File: src/rtl/core/e2g_pkg.sv
// ============================================================================
// e2g_pkg: shared definitions for the ECEF to geodetic converter
// Fixed-point constants, control structs and small arithmetic helpers.
// ============================================================================
package e2g_pkg;

    // Angles are Q30 radians held in 36-bit signed words.
    localparam logic signed [35:0] PI_Q30     = 36'sd3373259426;
    localparam logic signed [35:0] HALFPI_Q30 = 36'sd1686629713;
    localparam logic signed [35:0] TWOPI_Q30  = 36'sd6746518852;
    localparam logic signed [35:0] DEG_Q30    = 36'sd18740330;
    localparam logic signed [35:0] TEN_Q30    = 36'sd10737418240;
    localparam logic signed [39:0] ONE_Q30    = 40'sd1073741824;
    localparam logic signed [32:0] E2_Q30     = 33'sd7188041;
    localparam logic signed [32:0] OMEGA_Q30  = 33'sd1066553783;
    localparam logic signed [32:0] KGAIN_Q32  = 33'sd2608131496;
    localparam logic signed [63:0] KGAIN_Q30  = 64'sd652032874;
    localparam logic [62:0]        QCAP       = 63'd1 << 62;
    localparam logic signed [63:0] ALT_MAX    = 64'sd1099511627775;
    localparam logic signed [63:0] ALT_MIN    = -64'sd1099511627776;

    // Register reset values.
    localparam logic [5:0]  MAXIT_RESET  = 6'd10;
    localparam logic [33:0] TOL_RESET    = 34'd1074;
    localparam logic [32:0] RADIUS_RESET = 33'd6688026051;

    typedef enum logic {CM_VEC, CM_ROT} cordic_mode_t;

    typedef struct packed {
        logic         start;
        cordic_mode_t mode;
    } cordic_ctl_t;

    typedef enum logic {DS_DIV, DS_SQRT} ds_mode_t;

    typedef struct packed {
        logic     start;
        ds_mode_t mode;
    } ds_ctl_t;

    // Micro-rotation angle for step i, Q30.
    function automatic logic signed [35:0] atan_step(input logic [4:0] i);
        logic signed [35:0] v;
        case (i)
            5'd0:    v = 36'sd843314857;
            5'd1:    v = 36'sd497837829;
            5'd2:    v = 36'sd263043837;
            5'd3:    v = 36'sd133525159;
            5'd4:    v = 36'sd67021687;
            5'd5:    v = 36'sd33543516;
            5'd6:    v = 36'sd16775851;
            5'd7:    v = 36'sd8388437;
            5'd8:    v = 36'sd4194283;
            5'd9:    v = 36'sd2097149;
            5'd10:   v = 36'sd1048576;
            default: v = 36'sd1 <<< (5'd30 - i);
        endcase
        return v;
    endfunction

    // Drops 30 fraction bits, rounding half away from zero.
    function automatic logic signed [39:0] rnd30(input logic signed [68:0] v);
        logic [68:0] m;
        logic [68:0] r;
        m = v[68] ? 69'(-v) : 69'(v);
        r = (m + (69'd1 << 29)) >> 30;
        return v[68] ? -$signed(r[39:0]) : $signed(r[39:0]);
    endfunction

endpackage

File: src/rtl/core/e2g_divsqrt.sv
// ============================================================================
// e2g_divsqrt: shared bit-serial divider and square root
// Restoring division of a 72-bit dividend and a floor integer square root.
// ============================================================================
module e2g_divsqrt
    import e2g_pkg::*;
(
    input  logic        clk,
    input  logic        rst_n,
    input  ds_ctl_t     ctl,
    input  logic [71:0] num,
    input  logic [31:0] den,
    input  logic [61:0] rad,
    output logic        done,
    output logic [71:0] quot,
    output logic [31:0] rem,
    output logic [30:0] root
);

    typedef enum logic [1:0] {D_IDLE, D_DIV, D_SQRT} dstate_t;

    dstate_t     state_reg;
    logic [6:0]  cnt_reg;
    logic [71:0] q_reg;
    logic [31:0] r_reg;
    logic [31:0] d_reg;
    logic [61:0] v_reg;
    logic [61:0] sr_reg;
    logic        done_reg;

    logic [32:0] trial;
    logic        fits;
    logic [61:0] bitv;
    logic [61:0] rb;

    always_comb
    begin
        trial = {r_reg, q_reg[71]};
        fits  = (trial >= {1'b0, d_reg});
        bitv  = 62'd1 << {cnt_reg[4:0], 1'b0};
        rb    = sr_reg + bitv;
    end

    always_ff @(posedge clk or negedge rst_n)
    begin
        if (!rst_n)
        begin
            state_reg <= D_IDLE;
            done_reg  <= 1'b0;
        end
        else
        begin
            done_reg <= 1'b0;
            case (state_reg)
                D_IDLE:
                begin
                    if (ctl.start)
                    begin
                        if (ctl.mode == DS_DIV)
                        begin
                            q_reg     <= num;
                            r_reg     <= '0;
                            d_reg     <= den;
                            cnt_reg   <= 7'd71;
                            state_reg <= D_DIV;
                        end
                        else
                        begin
                            v_reg     <= rad;
                            sr_reg    <= '0;
                            cnt_reg   <= 7'd30;
                            state_reg <= D_SQRT;
                        end
                    end
                end
                D_DIV:
                begin
                    r_reg <= fits ? 32'(trial - {1'b0, d_reg}) : trial[31:0];
                    q_reg <= {q_reg[70:0], fits};
                    if (cnt_reg == '0)
                    begin
                        done_reg  <= 1'b1;
                        state_reg <= D_IDLE;
                    end
                    cnt_reg <= cnt_reg - 7'd1;
                end
                D_SQRT:
                begin
                    if (v_reg >= rb)
                    begin
                        v_reg  <= v_reg - rb;
                        sr_reg <= (sr_reg >> 1) + bitv;
                    end
                    else
                    begin
                        sr_reg <= sr_reg >> 1;
                    end
                    if (cnt_reg == '0)
                    begin
                        done_reg  <= 1'b1;
                        state_reg <= D_IDLE;
                    end
                    cnt_reg <= cnt_reg - 7'd1;
                end
                default:
                begin
                    state_reg <= D_IDLE;
                end
            endcase
        end
    end

    assign done = done_reg;
    assign quot = q_reg;
    assign rem  = r_reg;
    assign root = sr_reg[30:0];

endmodule

File: config.mk
export PLATFORM = sky130hd
export DESIGN_NAME = e2g_divsqrt
export DESIGN_NICKNAME = d
export VERILOG_FILES = /design/src/rtl/core/e2g_pkg.sv /design/src/rtl/core/e2g_divsqrt.sv
export SDC_FILE = /design/constraint.sdc
export NUM_CORES = 1
export LEC_CHECK = 0
export BUFFER_PORTS_ARGS = -buffer_cell sky130_fd_sc_hd__buf_2
export CAP_MARGIN = 25
export CORE_MARGIN = 4
export CORE_UTILIZATION = 40
export DETAILED_ROUTE_END_ITERATION = 6
export GPL_TIMING_DRIVEN = 0
export PLACE_DENSITY = 0.63
export SYNTH_ARGS = -nofsm -noshare
export SYNTH_HDL_FRONTEND = slang
export SYNTH_SLANG_ARGS = --single-unit
export TNS_END_PERCENT = 20
File: constraint.sdc
create_clock -name clk -period 32.2 [get_ports clk]
set_clock_uncertainty 0.05 [all_clocks]
set_input_delay 6.44 -clock clk [delete_from_list [all_inputs] [get_ports clk]]
set_output_delay 6.44 -clock clk [all_outputs]
set_load 0.02 [all_outputs]
# ---- After elaboration in Yosys (flattened, before gate mapping)
# Index checks and enable logic that the tools add are counted.
dict set report word_totals {
  regBits 270
  in_bits 170
}
dict set report op_classes {
  addsub 5
  n_lt_le_gt_ge 2
  eq_ne 7
  shift 1
  mux 24
  bitwise 1
  n_reduce_logical 12
}
# operator count
set ops {}
lappend ops {{$mux W62} 6}
lappend ops {{$pmux W62 S2} 2}
lappend ops {{$mux W72} 2}
lappend ops {{$pmux W72 S2} 1}
lappend ops {{$mux W32} 3}
lappend ops {{$pmux W32 S2} 1}
lappend ops {{$add A61 B62 Y62} 1}
lappend ops {{$add A62 B62 Y62} 1}
lappend ops {{$ge A62 B62 Y1} 1}
lappend ops {{$shl A1 B6 Y62 const A} 1}
lappend ops {{$sub A62 B62 Y62} 1}
lappend ops {{$ge A33 B32 Y1} 1}
lappend ops {{$sub A32 B32 Y32} 1}
lappend ops {{$mux W7} 2}
lappend ops {{$pmux W7 S2} 1}
lappend ops {{$reduce_and A4 Y1} 3}
lappend ops {{$ne A2 B2 Y1 const B} 4}
lappend ops {{$logic_not A7 Y1} 1}
lappend ops {{$sub A7 B1 Y7 const B} 1}
lappend ops {{$mux W2} 3}
lappend ops {{$reduce_bool A2 Y1} 3}
lappend ops {{$reduce_and A5 Y1} 1}
lappend ops {{$pmux W2 S2} 1}
lappend ops {{$reduce_and A3 Y1} 1}
lappend ops {{8 further kinds} 9}

# ---- Longest topological paths before layout
# Gate-level depths: netlist of run 1.
dict set report logic_depth {
  depth_word 5
  mapped_depth 30
  ltp_nobuf 27
}

# ---- Worst setup path after synthesis of run 1
# Ideal clock, no wire load.
dict set report synth_path {
  path_type {in2reg}
  start {in ctl[1] in the netlist's numbering}
  end {reg v_reg[0], enable pin}
  t_arrival_ns 12.705
  setup_slack_ns 18.869
  path_stages 3
  n_path_buf 0
  path_cell_list {and3_1 -> o21a_1 -> a21boi_0}
}
dict set report synth_via {
  elab_chain_cells 2
}
# element line_no
set synth_lines {}
lappend synth_lines {{from (decl)} e2g_divsqrt.sv:10} ;# input ds_ctl_t ctl,
lappend synth_lines {{$ne A2 B2 Y1 (no line)} n/a}
lappend synth_lines {{$reduce_and A5 Y1 (no line)} n/a}
lappend synth_lines {{to (signal assigned)} e2g_divsqrt.sv:69} ;# v_reg <= rad;
lappend synth_lines {{to (signal assigned)} e2g_divsqrt.sv:91} ;# v_reg <= v_reg - rb;
lappend synth_lines {{to (decl)} e2g_divsqrt.sv:27} ;# logic [61:0] v_reg;
# Every way passes these cells.
# A chain may end at the register's enable or synchronous reset.

# ---- Final worst setup path of run 1
dict set report layout_path {
  start {reg cnt_reg[2]}
  end {reg v_reg[5], enable pin}
}
dict set report layout_via {
  elab_chain_cells 5
}
# element line_no
set layout_lines {}
lappend layout_lines {{from (decl)} e2g_divsqrt.sv:23} ;# logic [6:0] cnt_reg;
lappend layout_lines {{from (signal assigned)} e2g_divsqrt.sv:85} ;# cnt_reg <= cnt_reg - 7'd1;
lappend layout_lines {{from (signal assigned)} e2g_divsqrt.sv:103} ;# cnt_reg <= cnt_reg - 7'd1;
lappend layout_lines {{$shl A1 B6 Y62} e2g_divsqrt.sv:40} ;# bitv = 62'd1 << {cnt_reg[4:0], 1'b0};
lappend layout_lines {{$add A62 B62 Y62} e2g_divsqrt.sv:41} ;# rb = sr_reg + bitv;
lappend layout_lines {{$ge A62 B62 Y1} e2g_divsqrt.sv:89} ;# if (v_reg >= rb)
lappend layout_lines {{$ne A2 B2 Y1 (no line)} n/a}
lappend layout_lines {{$reduce_and A5 Y1 (no line)} n/a}
# Every way passes these cells.

==> results of run 1 <==
-- layout make-up --
cell class | count | area (um^2)
inverters | 89 | 334.1
clock inverters | 24 | 264.0
fillers | 5314 | 29070
repair buffers | 313 | 1682
well taps | 748 | 935.9
clock buffers | 38 | 908.4
flip-flops and latches | 270 | 8093
plain buffers | 155 | 730.7
multi-input cells | 1925 | 13400
-- critical path, cell delays in order (launching register included) --
cell and delay, ns:
edfxtp_1 0.40, buf_6 0.16, clkbuf_1 0.24, nand2b_1 0.29, nor3_1 0.52, ha_1 0.34, nand4_1 0.16, or3_1 0.46
o211ai_1 0.24, a21oi_1 0.19, o41ai_2 0.53, a21oi_1 0.23, o21ai_1 0.40, a31oi_1 0.16, xor2_1 0.24, ha_1 0.36
and3_1 0.22, clkbuf_1 0.18, a221o_1 0.43, o21ai_0 0.17, a21oi_1 0.11, nor3_1 0.82, o31a_1 0.58, clkbuf_1 0.51
buf_2 0.43, a21boi_4 0.26, buf_12 0.30, buf_16 0.17
-- per-stage QoR --
step / power [W] / cell area [um^2] / instances / setup slack [ns]
after floorplan: 0.001174 / 22530 / 2439 / 18.87
after global placement: 0.001441 / 24990 / 3492 / 14.98
after detailed placement: 0.001451 / 25170 / 3499 / 22.92
after CTS: 0.001872 / 26340 / 3561 / 22.89
after global routing: 0.001987 / 26340 / 3562 / 22.40
final: 0.001868 / 26340 / 3562 / 22.75
-- per-layer routing --
metal | vias up | wire [um] | GRT usage | share of wire
li1 | 9766 | - | - | -
met1 | 9644 | 31790 | 0.3095 | 0.42
met2 | 786 | 35030 | 0.4056 | 0.47
met3 | 136 | 5311 | 0.04558 | 0.071
met4 | 6 | 2848 | 0.08810 | 0.038
met5 | - | 28 | 0 | 0.00037
-- kinds of logic after synthesis --
logic type,Yosys count,synth area share
mux,148,0.07260
xor+xnor,175,0.06804
fa+ha+maj,166,0.09198
flops,270,0.3593
buf+inv,244,0.04727
simple gates,733,0.1587
compound gates,703,0.2021
-- synthesized netlist by cell type, types with 23 or more instances --
library cell,n,area share
a211oi_1,23,0.0077
nor2_1,150,0.025
a21o_1,67,0.022
nand4_1,49,0.014
nand3_1,47,0.010
nand2_1,242,0.040
xor2_1,72,0.028
mux2_2,123,0.061
a21oi_1,198,0.044
nor3_1,42,0.0093
nand2b_1,45,0.012
o21bai_1,23,0.0077
o21a_1,24,0.0080
or3_1,29,0.0081
ha_1,156,0.087
clkbuf_1,105,0.017
nor2b_1,42,0.012
inv_1,87,0.014
and3_1,25,0.0069
buf_4,32,0.011
xnor2_1,103,0.040
a31oi_1,54,0.015
o21ai_0,148,0.033
edfxtp_1,267,0.36
mux2i_1,25,0.011
-- final timing paths --
path                                  from           end  slack (ns)  cells after the start
worst min register to register  cnt_reg[6]          done        0.46                      1
max in group asynchronous            rst_n  state_reg[0]       26.32                      1
min in group asynchronous            rst_n          done        5.64                      1
worst max register to register  cnt_reg[2]      v_reg[5]       22.75                     27
worst max-delay path            cnt_reg[2]      v_reg[5]       22.75                     27
worst min-delay path            cnt_reg[6]          done        0.46                      1
-- power by group through the flow --
stage | combinational [W] | sequential (W) | clock [W]
floorplan | 0.000629 | 0.000546 | 0
global placement | 0.000900 | 0.000542 | 0
detailed placement | 0.000919 | 0.000531 | 0
CTS | 0.000924 | 0.000526 | 0.000422
global route | 0.00102 | 0.000533 | 0.000435
finish | 0.000931 | 0.000527 | 0.000411
==> metrics.csv, run 1 <==
metric;value;unit
status;complete, no violations;
hold violation count in the final report;0;
commonest non-fill, non-tap cell in the layout;buf_2;
Worst EP required;32.45;ns
register share of total power;0.282;
GRT overflow;0;
flops & latches, synth;270;
root buffer cell;clkbuf_16;
Ys Warns;0;
Final #Nets;3118;
Net Count, Synth;2767;
hold slack;0.4550;ns
std cell rows;86;
GRT Total Usage;0.2410;
DR iter-0 viols;1589;
EDFF count, synth;267;
DR vias/cell;5.710;
CTS tree;done;
Die Wd;245.3;um
Comb pwr share;0.498;
setup bufs post-CTS;0;
synthesized area;22530;um^2
number of detailed-route iterations in the first pass;6;
worst rel slew slack;0.2087;
Sw Ratio;0.4297;
Clk pin slew, worst setup/hold paths;0.06;ns
post-layout util;0.4754;
pin count of the biggest net entering global routing;50;
commonest non-fill, non-tap cells in the layout;buf_2 (317), edfxtp_1 (267), nand2_1 (242);
Worst setup SP type;flip-flop;
Detail Route Antenna Nets;0;
fin crit share;0.2936;
crit path kind;reg2reg;
CP Capture Type;flip-flop;
drt wl/cell;21.06;um
I/O Buffers;305;
clk buf depth;3;
number of top-level pins;306;
max FFs per register;72;
CTS Sinks;270;
share of cells above drive strength 1;0.2072;
RSZ-0062 raised after global routing;false;
CTS buffer count;36;
# setup viols final;0;
initial cell density of the core;0.4065;
worst-margin pin slew;1.157;ns
worst hold-check path type;reg2reg;
asr flop ratio synth;0.01111;
post_cts resized;0;
die area;60170;um^2
Max VDD drop;0.04496;mV
maximum level of the CTS H-tree;2;
final setup TNS;0;ns
Worst EP arrival;9.70;ns
Syn Area/Cell;9.235;um^2
leakage dissipation;10.32;nW
min Tclk post-route;9.453;ns
core area;55420;um^2
antenna violations before repair;3;
drt drc;0;
Fmax;105.8;MHz
max_cap viols;0;
diode count;0;
vias post-DR;20340;
distinct cell type count after synthesis;89;
synthesized netlist cell count;2439;
drt total wl;75010;um
Clk Latency, worst-skew pair;0.57;ns
global-route wire length before repair;115100;um
count of final max-slew check failures;0;
pwr dens;70.93;nW/um^2
RePlAce Congestion;0.9465;
Clock power frac;0.220;
Die Y;245.3;um
post-synthesis sequential area ratio;0.3593;
ys flop type;edfxtp_1;
DP HPWL;58910;um
Max Fanout on Critical Path;24;
CTS Hold Bufs;0;
P_sw;0.0008029;W
Syn-to-layout area delta;16.95;%
Int Pwr;0.001066;W
vias in the first global route;20200;
Note: power is estimated with default switching activity, not from simulation.
==> run 2, diff against run 1 <==
--- a/config.mk
+++ b/config.mk
@@ -11,7 +11,7 @@
 export CORE_UTILIZATION = 40
 export DETAILED_ROUTE_END_ITERATION = 6
 export GPL_TIMING_DRIVEN = 0
-export PLACE_DENSITY = 0.63
+export PLACE_DENSITY = 0.65
 export SYNTH_ARGS = -nofsm -noshare
 export SYNTH_HDL_FRONTEND = slang
 export SYNTH_SLANG_ARGS = --single-unit
==> constraint.sdc (replaced) <==
create_clock -name clk -period 8 [get_ports clk]
set_clock_uncertainty 0.05 [all_clocks]
set_input_delay 1.6 -clock clk [delete_from_list [all_inputs] [get_ports clk]]
set_output_delay 1.6 -clock clk [all_outputs]
set_load 0.02 [all_outputs]
==> run 2 against run 1 <==
Against the previous run: setup slack worse by 22 ns; global-route usage down 0.21 points; highest routed layer unchanged; flip-flop and latch count is the same; maximum frequency up 24%; hold slack better by 0.021 ns; critical path depth down 2; register-to-register slack got worse by 22 ns; die area unchanged; clock-buffer cell count rose by 5; final cell count stayed put; via count increased by 1.2%.
==> metrics.csv, run 2 (synthesis gave the netlist of run 1 again) <==
metric;value;unit;change
DP HPWL;58340;um;was 58,910 um
multi-input logic area;13490;um^2;was 13,400 um^2
CP Capture Type;flip-flop;;unchanged
DR vias/cell;5.779;;was 5.710
Worst Reg-to-Reg Cells;25;;was 27
worst-margin pin slew;1.055;ns;was 1.157 ns
number of detailed-route iterations in the first pass;7;;was 6
Clk Latency, worst-skew pair;0.56;ns;was 0.57 ns
Worst EP required;8.21;ns;was 32.45 ns
Inst Count DP;3499;;unchanged
RePlAce Congestion;0.9794;;was 0.9465
die area;60170;um^2;unchanged
Worst EP arrival;7.82;ns;was 9.70 ns
commonest non-fill, non-tap cell in the layout;buf_2;;unchanged
fin crit share;0.9519;;was 0.2936
DR iter-0 viols;1486;;was 1,589
Clk pin slew, worst setup/hold paths;0.06;ns;about the same
vias post-DR;20580;;was 20,340
antenna violations before repair;3;;unchanged
Die Wd;245.3;um;unchanged
crit path kind;reg2reg;;unchanged
CTS buffer count;36;;unchanged
RSZ-0062 raised after global routing;true;;was false
std cell rows;86;;unchanged
drt wl/cell;20.93;um;was 21.06 um
fin cells;3562;;unchanged
min Tclk post-route;7.615;ns;was 9.453 ns
Detail Route Antenna Nets;0;;unchanged
Worst setup SP type;flip-flop;;unchanged
vias in the first global route;20310;;was 20,200
maximum level of the CTS H-tree;2;;unchanged
Max Fanout on Critical Path;10;;was 24
drt drc;0;;unchanged
max_cap viols;0;;unchanged
status;complete, no violations;;unchanged
number of top-level pins;306;;unchanged
initial cell density of the core;0.4065;;unchanged
share of cells above drive strength 1;0.2125;;was 0.2072
root buffer cell;clkbuf_16;;unchanged
clk buf depth;3;;unchanged
fill cell total of the finished layout;5208;;was 5,314
I/O Buffers;305;;unchanged
GRT Total Usage;0.2389;;was 0.2410
Syn-to-layout area delta;17.67;%;was 16.95%
max FFs per register;72;;unchanged
CTS Sinks;270;;unchanged
core area;55420;um^2;unchanged
overall power;0.007608;W;was 0.001868 W
leakage dissipation;10.38;nW;was 10.32 nW
hold violation count in the final report;0;;unchanged
Register Area;8093;um^2;unchanged
# setup viols final;0;;unchanged
pwr dens;287.0;nW/um^2;was 70.93 nW/um^2
Fmax;131.3;MHz;was 105.8 MHz
CTS tree;done;;unchanged
diode count;0;;unchanged
Die Y;245.3;um;unchanged
Max VDD drop;0.1738;mV;was 0.04496 mV
worst hold stages;1;;unchanged
pin count of the biggest net entering global routing;50;;unchanged
worst rel slew slack;0.2967;;was 0.2087
Final #Nets;3119;;was 3,118
global-route wire length before repair;114500;um;was 115,100 um
GRT overflow;0;;unchanged
commonest non-fill, non-tap cells in the layout;buf_2 (316), edfxtp_1 (267), nand2_1 (242);;was buf_2 (317), edfxtp_1 (267), nand2_1 (242)
worst hold-check path type;reg2reg;;unchanged
final setup TNS;0;ns;unchanged
count of final max-slew check failures;0;;unchanged
drt total wl;74550;um;was 75,010 um
==> run 2: critical path: stages, from the launching register on <==
cell and delay (ns):
edfxtp_1 0.34, buf_2 0.20, clkbuf_2 0.27, nand2_1 0.24
nor2_1 0.30, ha_1 0.37, a31oi_1 0.46, a21oi_1 0.14
o21ai_0 0.19, a2111oi_0 0.20, a211oi_1 0.26, nand2_1 0.14
a221oi_1 0.63, nor2_1 0.09, nor2_1 0.14, xor2_1 0.28
ha_1 0.28, nand2_1 0.18, nor2_1 0.21, nand2_1 0.12
a2111oi_1 0.45, nor3_2 0.17, o31ai_1 0.64, clkbuf_2 0.46
buf_2 0.35, a211oi_1 0.11
==> run 2: what timing repair did <==
action                                  CTS  global route
buffers inserted                          1             0
hold buffers                              0             0
endpoints found under the setup margin   26           119
gates resized for setup                   0             8
pin swaps                                 1             0
==> run 2: final cells by class <==
cell class              count  share of cell area
repair buffers            314             0.06344
clock inverters            18            0.009960
inverters                  89             0.01260
multi-input cells        1925              0.5088
clock buffers              43             0.03498
plain buffers             155             0.02955
well taps                 748             0.03531
flip-flops and latches    270              0.3053
==> run 2: where the power goes <==
group	internal [W]	leakage, nW	switching [W]
registers	0.00193	2.50	0.000191
logic	0.00143	7.30	0.00237
clock network	0.00102	0.575	0.000670
total	0.00438	10.4	0.00323
==> run 2: layer usage <==
metal / GRT usage / up-vias / wire length (um)
li1: - / 9778 / -
met1: 0.3038 / 9766 / 30690
met2: 0.4079 / 902 / 35390
met3: 0.04798 / 132 / 5957
met4: 0.07820 / 6 / 2460
met5: 0 / - / 42
==> run 2: worst paths after layout <==
| kind | endpoint | startpoint | slack [ns] |
|---|---|---|---|
| min in group asynchronous | state_reg[0] | rst_n | 0.80 |
| max in group asynchronous | done | rst_n | 6.96 |
| hold / removal | done | cnt_reg[6] | 0.48 |
| setup / recovery | sr_reg[46] | cnt_reg[3] | 0.38 |
| hold reg to reg | done | cnt_reg[6] | 0.48 |
| setup reg to reg | sr_reg[46] | cnt_reg[3] | 0.38 |
==> run 2: per-stage QoR <==
step	cell area (um^2)	util	hold slack, ns	setup WS [ns]
global placement	25120	0.4532	0.4582	-6.374
global route	26510	0.4783	0.4884	-0.01336
floorplan	22650	-	0.4113	-2.005
CTS	26480	0.4779	0.4823	0.06444
finish	26510	0.4783	0.4760	0.3848
detailed placement	25280	0.4563	0.4674	-0.07409
